==> src/rtl/agt_pkg.sv <==
`timescale 1ns / 1ps

package agt_pkg;

  localparam int CNT_W      = 16;
  localparam int RATE_W     = 20;
  localparam int AVG_W      = 26;
  localparam int SCALE_W    = 4;
  localparam int DVS_W      = 4;
  localparam int CFG_ADDR_W = 2;
  localparam int CFG_DATA_W = 16;
  localparam int IN_DATA_W  = 8;
  localparam int IN_USER_W  = 1;
  localparam int OUT_DATA_W = 56;
  localparam int OUT_USER_W = 2;

  localparam logic [CNT_W-1:0]   GATE_BASE_RST = 16'd6584;
  localparam logic [CNT_W-1:0]   REFRESH_RST   = 16'd1236;
  localparam logic [SCALE_W-1:0] SCALE_MIN_RST = 4'd4;
  localparam logic [SCALE_W-1:0] SCALE_MAX_RST = 4'd10;
  localparam logic [RATE_W-1:0]  RATE_MAX      = 20'hFFFFF;
  localparam logic [AVG_W-1:0]   RPM_FACTOR    = 26'd60;

  typedef enum logic [CFG_ADDR_W-1:0] {
    REG_GATE_BASE = 2'd0,
    REG_REFRESH   = 2'd1,
    REG_SCALE_MIN = 2'd2,
    REG_SCALE_MAX = 2'd3
  } cfg_reg_t;

  typedef enum logic [2:0] {
    S_IDLE,
    S_SUM,
    S_ADIV,
    S_GDIV,
    S_OUT
  } agt_state_t;

  typedef struct packed {
    logic sum_start;
    logic push;
  } hist_ctrl_t;

  typedef struct packed {
    logic sum_done;
  } hist_stat_t;

  typedef struct packed {
    logic start;
  } div_ctrl_t;

  typedef struct packed {
    logic busy;
    logic done;
  } div_stat_t;

endpackage

==> src/rtl/autoranging_gated_tachometer_top.sv <==
`timescale 1ns / 1ps
// Channel  Dir  Handshake                 Payload
// in_      in   in_tvalid / in_tready     tuser: op; tdata: hold
// out_     out  out_tvalid / out_tready   tuser: updated, sampled; tdata: avg, rate, scale
// cfg_     in   cfg_we                    cfg_addr, cfg_wdata
//
// Pulse request: accept, then S_OUT loads the result into the output register.
// Tick request: S_GDIV, then S_OUT; an average refresh adds S_SUM, S_ADIV first.
// Both divides share one bit-serial divider, RATE width + log2 D (23) bits; D = depth.
// Not ready from accept until the result sits in the output register.
// A stalled output holds the block in its last step; rst_n is synchronous.

module autoranging_gated_tachometer_top
  import agt_pkg::*;
#(
  parameter int HISTORY_DEPTH = 5,
  parameter int COUNTER_WIDTH = 16
) (
  input  logic                  clk,
  input  logic                  rst_n,
  input  logic                  in_tvalid,
  output logic                  in_tready,
  input  logic [IN_DATA_W-1:0]  in_tdata,   // [0] hold
  input  logic [IN_USER_W-1:0]  in_tuser,   // [0] op
  output logic                  out_tvalid,
  input  logic                  out_tready,
  output logic [OUT_DATA_W-1:0] out_tdata,  // [25:0] average_rpm, [45:26] latest_rate,
                                            // [49:46] current_scale
  output logic [OUT_USER_W-1:0] out_tuser,  // [0] average_updated, [1] sample_taken
  input  logic                  cfg_we,
  input  logic [CFG_ADDR_W-1:0] cfg_addr,
  input  logic [CFG_DATA_W-1:0] cfg_wdata
);

  localparam int SUM_W  = RATE_W + $clog2(HISTORY_DEPTH);
  localparam int DIV_W  = SUM_W;
  localparam int PROD_W = COUNTER_WIDTH + SCALE_W;
  localparam int CMP_W  = (PROD_W > RATE_W) ? PROD_W : RATE_W;

  agt_state_t state_r, state_nxt;

  logic [CNT_W-1:0]         gate_base_r, refresh_ticks_r;
  logic [SCALE_W-1:0]       scale_min_r, scale_max_r;
  logic [CNT_W-1:0]         gate_cnt_r, gate_cnt_nxt;
  logic [CNT_W-1:0]         refresh_cnt_r, refresh_cnt_nxt;
  logic [COUNTER_WIDTH-1:0] pulse_cnt_r, pulse_cnt_nxt;
  logic [SCALE_W-1:0]       scale_now_r, scale_now_nxt;
  logic [AVG_W-1:0]         average_r, average_nxt;
  logic                     hold_r, hold_nxt;
  logic                     updated_r, updated_nxt;
  logic                     sampled_r, sampled_nxt;
  logic                     out_valid_r;
  logic [OUT_DATA_W-1:0]    out_data_r;
  logic [OUT_USER_W-1:0]    out_user_r;

  hist_ctrl_t        hist_ctrl;
  hist_stat_t        hist_stat;
  div_ctrl_t         div_ctrl;
  div_stat_t         div_stat;
  logic [SUM_W-1:0]  hist_sum;
  logic [RATE_W-1:0] hist_latest;
  logic [DIV_W-1:0]  div_dividend, div_quo;
  logic [DVS_W-1:0]  div_divisor;

  logic                     accept, in_op, in_hold;
  logic                     div_sel_avg, avg_load, gate_eval, out_load;
  logic [SCALE_W-1:0]       scale_w, scale_src, scale_inc;
  logic [COUNTER_WIDTH-1:0] pulse_inc;
  logic [CNT_W-1:0]         refresh_inc;
  logic                     refresh_fire, gate_fire;
  logic [CMP_W-1:0]         prod;
  logic [RATE_W-1:0]        rate_val;

  assign in_op   = in_tuser[0];
  assign in_hold = in_tdata[0];
  assign accept  = in_tvalid && in_tready;

  assign scale_w      = in_hold ? scale_min_r : scale_now_r;
  assign pulse_inc    = pulse_cnt_r + 1'b1;
  assign refresh_inc  = refresh_cnt_r + 1'b1;
  assign refresh_fire = refresh_inc > refresh_ticks_r;
  assign scale_inc    = scale_w + 1'b1;
  assign gate_fire    = DIV_W'(gate_cnt_r) > div_quo;
  assign prod         = CMP_W'(pulse_cnt_r) * CMP_W'(scale_now_r);
  assign rate_val     = (prod > CMP_W'(RATE_MAX)) ? RATE_MAX : prod[RATE_W-1:0];

  // config
  always_ff @(posedge clk) begin
    if (!rst_n) begin
      gate_base_r     <= GATE_BASE_RST;
      refresh_ticks_r <= REFRESH_RST;
      scale_min_r     <= SCALE_MIN_RST;
      scale_max_r     <= SCALE_MAX_RST;
    end else if (cfg_we) begin
      case (cfg_reg_t'(cfg_addr))
        REG_GATE_BASE: gate_base_r     <= cfg_wdata;
        REG_REFRESH:   refresh_ticks_r <= cfg_wdata;
        REG_SCALE_MIN: scale_min_r     <= cfg_wdata[SCALE_W-1:0];
        REG_SCALE_MAX: scale_max_r     <= cfg_wdata[SCALE_W-1:0];
        default: ;
      endcase
    end
  end

  // next state
  always_comb begin
    state_nxt = state_r;
    case (state_r)
      S_IDLE: begin
        if (accept) begin
          if (in_op) state_nxt = S_OUT;
          else if (refresh_fire) state_nxt = S_SUM;
          else state_nxt = S_GDIV;
        end
      end
      S_SUM:  if (hist_stat.sum_done) state_nxt = S_ADIV;
      S_ADIV: if (div_stat.done) state_nxt = S_GDIV;
      S_GDIV: if (div_stat.done) state_nxt = S_OUT;
      S_OUT:  if (!out_valid_r || out_tready) state_nxt = S_IDLE;
      default: state_nxt = S_IDLE;
    endcase
  end

  // sequencer outputs
  always_comb begin
    in_tready           = 1'b0;
    hist_ctrl.sum_start = 1'b0;
    hist_ctrl.push      = 1'b0;
    div_ctrl.start      = 1'b0;
    div_sel_avg         = 1'b0;
    avg_load            = 1'b0;
    gate_eval           = 1'b0;
    out_load            = 1'b0;
    case (state_r)
      S_IDLE: begin
        in_tready = 1'b1;
        if (in_tvalid && !in_op) begin
          hist_ctrl.sum_start = refresh_fire;
          div_ctrl.start      = !refresh_fire;
        end
      end
      S_SUM: begin
        div_sel_avg    = 1'b1;
        div_ctrl.start = hist_stat.sum_done;
      end
      S_ADIV: begin
        avg_load       = div_stat.done;
        div_ctrl.start = div_stat.done;
      end
      S_GDIV: begin
        gate_eval      = div_stat.done;
        hist_ctrl.push = div_stat.done && gate_fire && !hold_r;
      end
      S_OUT: out_load = !out_valid_r || out_tready;
      default: ;
    endcase
  end

  // divider operands
  always_comb begin
    scale_src    = (state_r == S_IDLE) ? scale_w : scale_now_r;
    div_dividend = div_sel_avg ? hist_sum : DIV_W'(gate_base_r);
    if (div_sel_avg) div_divisor = DVS_W'(HISTORY_DEPTH);
    else if (scale_src == '0) div_divisor = DVS_W'(1);
    else div_divisor = DVS_W'(scale_src);
  end

  // datapath
  always_comb begin
    gate_cnt_nxt    = gate_cnt_r;
    refresh_cnt_nxt = refresh_cnt_r;
    pulse_cnt_nxt   = pulse_cnt_r;
    scale_now_nxt   = scale_now_r;
    average_nxt     = average_r;
    hold_nxt        = hold_r;
    updated_nxt     = updated_r;
    sampled_nxt     = sampled_r;
    if (accept) begin
      hold_nxt    = in_hold;
      sampled_nxt = 1'b0;
      if (in_op) begin
        pulse_cnt_nxt = pulse_inc;
        updated_nxt   = 1'b0;
        if (in_hold) scale_now_nxt = scale_min_r;
        else if (pulse_inc == '0 && scale_w < scale_max_r) scale_now_nxt = scale_inc;
        else scale_now_nxt = scale_w;
      end else begin
        gate_cnt_nxt    = gate_cnt_r + 1'b1;
        refresh_cnt_nxt = refresh_fire ? '0 : refresh_inc;
        scale_now_nxt   = scale_w;
        updated_nxt     = refresh_fire;
      end
    end
    if (avg_load) average_nxt = AVG_W'(div_quo[RATE_W-1:0]) * RPM_FACTOR;
    if (gate_eval && gate_fire) begin
      gate_cnt_nxt  = '0;
      pulse_cnt_nxt = '0;
      sampled_nxt   = !hold_r;
    end
  end

  always_ff @(posedge clk) begin
    if (!rst_n) begin
      state_r       <= S_IDLE;
      gate_cnt_r    <= '0;
      refresh_cnt_r <= '0;
      pulse_cnt_r   <= '0;
      scale_now_r   <= SCALE_MAX_RST;
      average_r     <= '0;
      hold_r        <= 1'b0;
      updated_r     <= 1'b0;
      sampled_r     <= 1'b0;
      out_valid_r   <= 1'b0;
    end else begin
      state_r       <= state_nxt;
      gate_cnt_r    <= gate_cnt_nxt;
      refresh_cnt_r <= refresh_cnt_nxt;
      pulse_cnt_r   <= pulse_cnt_nxt;
      scale_now_r   <= scale_now_nxt;
      average_r     <= average_nxt;
      hold_r        <= hold_nxt;
      updated_r     <= updated_nxt;
      sampled_r     <= sampled_nxt;
      if (out_load) out_valid_r <= 1'b1;
      else if (out_tready) out_valid_r <= 1'b0;
    end
  end

  always_ff @(posedge clk) begin
    if (out_load) begin
      out_data_r <= {(OUT_DATA_W - AVG_W - RATE_W - SCALE_W)'(0),
                     scale_now_r, hist_latest, average_r};
      out_user_r <= {sampled_r, updated_r};
    end
  end

  assign out_tvalid = out_valid_r;
  assign out_tdata  = out_data_r;
  assign out_tuser  = out_user_r;

  agt_history #(
    .DEPTH (HISTORY_DEPTH),
    .SUM_W (SUM_W)
  ) u_history (
    .clk     (clk),
    .rst_n   (rst_n),
    .ctrl    (hist_ctrl),
    .rate_in (rate_val),
    .stat    (hist_stat),
    .sum     (hist_sum),
    .latest  (hist_latest)
  );

  agt_divider #(
    .DIV_W (DIV_W)
  ) u_divider (
    .clk      (clk),
    .rst_n    (rst_n),
    .ctrl     (div_ctrl),
    .dividend (div_dividend),
    .divisor  (div_divisor),
    .stat     (div_stat),
    .quotient (div_quo)
  );

  a_busy_after_accept: assert property (@(posedge clk) disable iff (!rst_n)
    in_tvalid && in_tready |=> !in_tready)
    else $error("ready while a request is in progress");

  a_div_in_div_state: assert property (@(posedge clk) disable iff (!rst_n)
    div_stat.busy |-> (state_r == S_ADIV || state_r == S_GDIV))
    else $error("divider running outside a divide step");

  a_hold_min_scale: assert property (@(posedge clk) disable iff (!rst_n)
    state_r == S_OUT && hold_r |-> scale_now_r == scale_min_r)
    else $error("hold did not force minimum scale");

  a_sum_in_sum_state: assert property (@(posedge clk) disable iff (!rst_n)
    hist_stat.sum_done |-> state_r == S_SUM)
    else $error("history sum finished outside sum step");

endmodule

==> src/rtl/agt_divider.sv <==
`timescale 1ns / 1ps

module agt_divider
  import agt_pkg::*;
#(
  parameter int DIV_W = 23
) (
  input  logic             clk,
  input  logic             rst_n,
  input  div_ctrl_t        ctrl,
  input  logic [DIV_W-1:0] dividend,
  input  logic [DVS_W-1:0] divisor,
  output div_stat_t        stat,
  output logic [DIV_W-1:0] quotient
);

  localparam int CNT_BITS = $clog2(DIV_W);

  logic [DIV_W-1:0]    quo_r, quo_nxt;
  logic [DVS_W-1:0]    rem_r, rem_nxt;
  logic [DVS_W-1:0]    dvs_r;
  logic [CNT_BITS-1:0] cnt_r;
  logic                busy_r, done_r;
  logic [DVS_W:0]      rem_sh, diff;
  logic                ge;

  // restoring divide, one quotient bit per cycle
  always_comb begin
    rem_sh  = {rem_r, quo_r[DIV_W-1]};
    diff    = rem_sh - {1'b0, dvs_r};
    ge      = !diff[DVS_W];
    rem_nxt = ge ? diff[DVS_W-1:0] : rem_sh[DVS_W-1:0];
    quo_nxt = {quo_r[DIV_W-2:0], ge};
  end

  always_ff @(posedge clk) begin
    if (!rst_n) begin
      busy_r <= 1'b0;
      done_r <= 1'b0;
      cnt_r  <= '0;
    end else begin
      done_r <= 1'b0;
      if (ctrl.start) begin
        busy_r <= 1'b1;
        cnt_r  <= '0;
      end else if (busy_r) begin
        cnt_r <= cnt_r + 1'b1;
        if (cnt_r == CNT_BITS'(DIV_W - 1)) begin
          busy_r <= 1'b0;
          done_r <= 1'b1;
        end
      end
    end
  end

  always_ff @(posedge clk) begin
    if (ctrl.start) begin
      quo_r <= dividend;
      rem_r <= '0;
      dvs_r <= divisor;
    end else if (busy_r) begin
      quo_r <= quo_nxt;
      rem_r <= rem_nxt;
    end
  end

  assign stat.busy = busy_r;
  assign stat.done = done_r;
  assign quotient  = quo_r;

endmodule

==> src/rtl/agt_history.sv <==
`timescale 1ns / 1ps

module agt_history
  import agt_pkg::*;
#(
  parameter int DEPTH = 5,
  parameter int SUM_W = 23
) (
  input  logic              clk,
  input  logic              rst_n,
  input  hist_ctrl_t        ctrl,
  input  logic [RATE_W-1:0] rate_in,
  output hist_stat_t        stat,
  output logic [SUM_W-1:0]  sum,
  output logic [RATE_W-1:0] latest
);

  localparam int IDX_W = $clog2(DEPTH);

  logic [RATE_W-1:0] hist_r [DEPTH];
  logic [IDX_W-1:0]  idx_r;
  logic [SUM_W-1:0]  acc_r;
  logic              busy_r, done_r;

  // shift line of samples, newest at entry 0
  always_ff @(posedge clk) begin
    if (!rst_n) begin
      for (int i = 0; i < DEPTH; i++) hist_r[i] <= '0;
    end else if (ctrl.push) begin
      hist_r[0] <= rate_in;
      for (int i = 1; i < DEPTH; i++) hist_r[i] <= hist_r[i-1];
    end
  end

  // one entry added per cycle
  always_ff @(posedge clk) begin
    if (!rst_n) begin
      busy_r <= 1'b0;
      done_r <= 1'b0;
      idx_r  <= '0;
    end else begin
      done_r <= 1'b0;
      if (ctrl.sum_start) begin
        busy_r <= 1'b1;
        idx_r  <= '0;
      end else if (busy_r) begin
        idx_r <= idx_r + 1'b1;
        if (idx_r == IDX_W'(DEPTH - 1)) begin
          busy_r <= 1'b0;
          done_r <= 1'b1;
        end
      end
    end
  end

  always_ff @(posedge clk) begin
    if (ctrl.sum_start) begin
      acc_r <= '0;
    end else if (busy_r) begin
      acc_r <= acc_r + SUM_W'(hist_r[idx_r]);
    end
  end

  assign stat.sum_done = done_r;
  assign sum           = acc_r;
  assign latest        = hist_r[0];

endmodule

==> config.mk <==
export PLATFORM = sky130hd
export DESIGN_NAME = autoranging_gated_tachometer_top
export DESIGN_NICKNAME = d
export VERILOG_FILES = /design/src/rtl/agt_pkg.sv /design/src/rtl/autoranging_gated_tachometer_top.sv /design/src/rtl/agt_divider.sv /design/src/rtl/agt_history.sv
export SDC_FILE = /design/constraint.sdc
export NUM_CORES = 1
export LEC_CHECK = 0
export ABC_AREA = 1
export ABC_CLOCK_PERIOD_IN_PS = 14300
export BUFFER_PORTS_ARGS = -buffer_cell sky130_fd_sc_hd__buf_4
export CAP_MARGIN = 25
export CORE_UTILIZATION = 45
export CTS_CLUSTER_DIAMETER = 80
export CTS_CLUSTER_SIZE = 20
export DETAILED_ROUTE_END_ITERATION = 8
export GPL_ROUTABILITY_DRIVEN = 0
export GPL_TIMING_DRIVEN = 0
export SETUP_SLACK_MARGIN = 0.15
export SYNTH_ARGS = -nofsm -noshare
export SYNTH_HDL_FRONTEND = slang
export SYNTH_SLANG_ARGS = --single-unit
==> constraint.sdc <==
create_clock -name clk -period 14.3 [get_ports clk]
set_clock_uncertainty 0.2 [all_clocks]
set_input_delay 2.145 -clock clk [delete_from_list [all_inputs] [get_ports clk]]
set_output_delay 2.145 -clock clk [all_outputs]
set_load 0.05 [all_outputs]
# == After elaboration in Yosys (flattened, before gate mapping) ==
# Memory sizes are Yosys's and may differ from the RTL's. A register that Yosys moved wholly into a read port is not among the register bits.
# Cells that the tools add are included.
# totals
mem_count,1
word_cells,151
mem_bits_rw,100
ff_bits,239
# memory_table
name,words,word_bits,rd,rd_clocked_by_memory_dff,write_ports,line,rtl
u_history.hist_r,5,20,5,1,5,agt_history.sv:20,logic [RATE_W-1:0] hist_r [DEPTH];
# classes
n_mux,54
n_bitwise,9
reduce_logical,32
n_mul,2
add_sub_neg,8
eq_ne,14
n_lt_le_gt_ge,4
# op_table
cell,count
$mux 20,6
$mux 23,3
$add 16x1->16 const B,3
$mux 3,9
$mux 1,26
$mul 20x4->24 const B,1
$mux 4,6
$add 23x20->23,1
$gt 16x23->1,1
$gt 20x20->1 const B,1
$mul 16x4->20,1
$gt 16x16->1,1
$logic_not 16->1,1
$mux 16,1
$pmux 3 s5,1
$reduce_and 2->1,6
$reduce_or 2->1,4
$eq 3x2->1 const B,2
$eq 3x3->1 const B,2
$logic_and 1x1->1,6
$ne 2x1->1 const B,3
$reduce_bool 2->1,3
$reduce_or 3->1,2
$add 5x1->5 const B,1
19 further kinds,32

# == Depth between registers and ports, before layout ==
# logic_depth
ltp_word,8
mapped_depth,20
mapped_depth_nobuf,20

# == Cells and area by module ==
# From an unflattened synthesis, not the netlist that was laid out.
# unflattened
cells_unflattened,2709
hier_area_um2,21385.5
# by_module_without_submodules
module,n_inst,cells_each,seq_area_each_um2,area_each_um2
autoranging_gated_tachometer_top,1,1619,3963.8,12443.2
agt_history,1,897,3623.5,7131.8
agt_divider,1,193,1031.0,1810.5

# == Least setup slack after synthesis ==
# No wires, ideal clock.
# synth_path
path_kind,register to register
startpoint,reg u_divider.quo_r[2] (netlist: u_divider.quotient[2])
endpoint,"mem u_history.hist_r[0][0], enable pin"
required_time_ns,13.403
stages_incl_launch_ff,11
n_path_buf,0
setup_slack_ns,4.957
arrival_ns,8.446
cell_sequence,edfxtp_1 inv_1 ha_1 nand2_1 o21ai_0 nand4_1 o211ai_1 nand3_1 nand3_1 nand3_1 o21ai_0
# synth_lines
element,line,rtl
start: declaration,agt_divider.sv:19,"logic [DIV_W-1:0] quo_r, quo_nxt;"
start signal: assignment,agt_divider.sv:58,quo_r <= dividend;
start signal: assignment,agt_divider.sv:62,quo_r <= quo_nxt;
end: declaration,agt_history.sv:20,

==> results.sh <==
export IMPL_final_period_utilization=0.361
export IMPL_die_w_um=216
export IMPL_detailedPlacementHpwl_um=41000
export IMPL_synthesis_instances=2514
export IMPL_pin_count_of_the_biggest_net_entering_global_routing=31
export IMPL_postCtsHoldBufs=0
export IMPL_port_buffer_count=75
export IMPL_setup_tns_final_ps=0
export IMPL_grt_total_usage=0.224
export IMPL_dieHeight_um=216
export IMPL_synth_async_sr_flop_share=0
export IMPL_worst_endpoint_arrival_ps=5250
export IMPL_synth_top_cell_area_share=0.257
export IMPL_routedWlPerCell_um=16.2
export IMPL_post_drt_via_cell_ratio=5.13
export IMPL_multi_input_comb_area_sq_mm=0.00999
export IMPL_synth_simple_area_share=0.190
export IMPL_hp_class="reg2reg"
export IMPL_irDropWorstVdd_mv=0.106
export IMPL_initial_utilization=0.456
export IMPL_drtIter0Drc=1392
export IMPL_clock_sink_count=342
export IMPL_grt_pass1_wl_um=83700
export IMPL_cts_htree_levels=1
export IMPL_syn_cell_area_sq_mm=0.0207
export IMPL_layout_setup_ws_ps=9130
export IMPL_yosysTopAreaCell="sky130_fd_sc_hd__edfxtp_1"
export IMPL_seq_area_frac_synth=0.417
export IMPL_worstMarginPinSlew_ps=958
export IMPL_critical_path_cell_chain="clkbuf_1, clkbuf_1, nand2_1, fa_1, inv_1, fa_1, inv_1, fa_1, inv_1, nand3_1, nand2_1, a31oi_1, o21ai_0, a21oi_1, o21ai_0, xor2_1, nor2_1"
export IMPL_fill_cells=4381
export IMPL_netlist_cell_type_count=52
export IMPL_ys_ff_latch=342
export IMPL_final_hold_viol_count=0
export IMPL_path_clk_slew_ps=80
export IMPL_rsz0062_at_grt="no"
export IMPL_first_global_vias=15900
export IMPL_seqCellArea_sq_mm=0.00862
export IMPL_max_clock_path_buffers=3
export IMPL_post_detailed_routing_wire_length_um=52400
export IMPL_shortest_period_the_worst_path_allows_ps=5170
export IMPL_worstPathMaxFanout=10
export IMPL_outcome="complete, no violations"
export IMPL_synthMuxAreaShare=0
export IMPL_worstSkewPairLatency_ps=560
export IMPL_maxSlewViolCount=0
export IMPL_clockRootBuffer="sky130_fd_sc_hd__clkbuf_16"
export IMPL_overall_power_consumption_uw=3650
export IMPL_first_drt_pass_iteration_count=5
export IMPL_critical_path_required_ps=14380
export IMPL_max_clock_freq_ghz=0.193
export IMPL_die_area_sq_mm=0.0468
export IMPL_numPlacedInstances=3201
export IMPL_parity_gate_share_of_the_synthesized_area_counting_xor_and_xnor_cells=0.0279
export IMPL_crit_path_end_kind="flop"
export IMPL_via_count=16600
export IMPL_maxCapViolCount=0
export IMPL_cpMaxStageDelayCell="sky130_fd_sc_hd__fa_1"
export IMPL_synth_fa_ha_area_frac=0.139
export IMPL_netlist_top_cells_count="sky130_fd_sc_hd__inv_1, sky130_fd_sc_hd__nand2_1, sky130_fd_sc_hd__nor2_1"
export IMPL_synth_warning_count=0
export IMPL_cts_buffers_inserted=22
export IMPL_antenna_found_initial=0
export IMPL_post_cts_setup_buffers=0
export IMPL_placementRows=78
export IMPL_antenna_left=0
export IMPL_timing_setup_critical_path_class="reg2reg"
export IMPL_timing_max_slew_rel_slack=0.360
export IMPL_pin_count=92
export IMPL_yosys_most_used_dff="sky130_fd_sc_hd__edfxtp_1"
export IMPL_grt_overflow=0
export IMPL_final_net_count=2846
export IMPL_power_density_mw_per_mm2=160
export IMPL_final_layout_size_suffix_gt1_frac=0.0769
export IMPL_final_cells=3241
export IMPL_dp_slack_ps=9150
export IMPL_setup_viol=0
export IMPL_tritoncts="yes"
export IMPL_syn_to_final_growth_pct=10.5
export IMPL_synth_compound_area_frac=0.125
export IMPL_antenna_cells_inserted=0
export IMPL_syn_mean_instance_area_sq_um=8.22
export IMPL_cts_repair_resize_count=0
export IMPL_synth_edf_count=177
export IMPL_cp_start_kind="flop"
export IMPL_route_detailed_drc=0
export IMPL_design_core_area_sq_mm=0.0454
export IMPL_cpPeakStageDelay_ps=550
export IMPL_synth_top_cells_by_area="sky130_fd_sc_hd__edfxtp_1, sky130_fd_sc_hd__dfxtp_1, sky130_fd_sc_hd__inv_1"
export IMPL_main_combinational_cell_family_by_area_after_synthesis="simple AND/OR/NAND/NOR gates"
export IMPL_leakage_uw=0.0104
[placed cells by master (no fill, tap or decap), types with 69 or more instances in the layout]
cell	synthesis	final
sky130_fd_sc_hd__inv_1	418	418
sky130_fd_sc_hd__a21oi_1	184	184
sky130_fd_sc_hd__o21ai_0	185	184
sky130_fd_sc_hd__dfxtp_1	165	165
sky130_fd_sc_hd__clkbuf_1	59	69
sky130_fd_sc_hd__edfxtp_1	177	177
sky130_fd_sc_hd__nand2_1	418	418
sky130_fd_sc_hd__nor2_1	312	311
sky130_fd_sc_hd__ha_1	122	122
sky130_fd_sc_hd__buf_4	13	88
sky130_fd_sc_hd__nand3_1	77	77
[power by group]
group          switching (uW)  internal, uW
clock                     343           316
sequential               89.4          1140
combinational            1130           634
total                    1560          2090
[path summary, 6_finish.rpt]
| path | from | endpoint | slack, ps | cells past startpoint |
|---|---|---|---|---|
| worst min register to register | average_r[15] | out_tdata[15] | 230 | 0 |
| worst max register to register | scale_now_r[3] | u_history.hist_r[0][16] | 9130 | 17 |
| worst min-delay path | average_r[15] | out_tdata[15] | 230 | 0 |
| worst max-delay path | scale_now_r[3] | u_history.hist_r[0][16] | 9130 | 17 |
[worst max-delay path: cells and delay by family, from the launching register on]
kind,cells,cell delay (ps)
AOI/OAI and AO/OA,4,1020
xor gates and xnor gates,1,200
adders and majority gates,3,1540
buffers and inverters,5,1130
DFF,1,410
and+or+nand+nor,4,390
[layout make-up]
type | instances | area share
buffer | 103 | 0.0233
clock buffer | 36 | 0.0283
clock inverter | 4 | 0.00186
inverter | 421 | 0.0692
multi-input combinational | 1655 | 0.437
sequential | 342 | 0.377
tap | 600 | 0.0329
timing repair buffer | 80 | 0.0300
[layer usage]
layer  wire length (um)  part of all wire  global-route usage
met1              24500              0.47               0.316
met5                  0                 0                   0
met2              23700              0.45               0.358
met3               2810             0.054              0.0268
met4               1400             0.027              0.0669
[sequential cells by signal, indices dropped and copies added (netlist names), 3 cells and up, named ones only]
signal	cells
pulse_cnt_r	16
out_tdata	48
u_divider.dvs_r	4
refresh_cnt_r	16
scale_min_r	4
gate_cnt_r	16
refresh_ticks_r	16
u_divider.rem_r	4
scale_max_r	4
u_divider.quotient	23
u_divider.cnt_r	5
gate_base_r	16
u_history.sum	23
u_history.idx_r	3
u_history.hist_r	100
scale_now_r	4
state_r	3
average_r	24
[through the flow]
stage	utilization	area, sq um	hold slack [ps]
CTS	0.503	22800	236
finish	0.503	22800	235
floorplan	-	20700	203
detailed placement	0.488	22200	217
global route	0.503	22800	244
global placement	0.485	22000	218
[cell families after synthesis]
logic type      after synthesis
other cells                   1
xor+xnor                     65
fa+ha+maj                   189
buf+inv                     524
flops                       342
simple gates                924
compound gates              469
No activity file was read; power rests on OpenSTA's default activity.
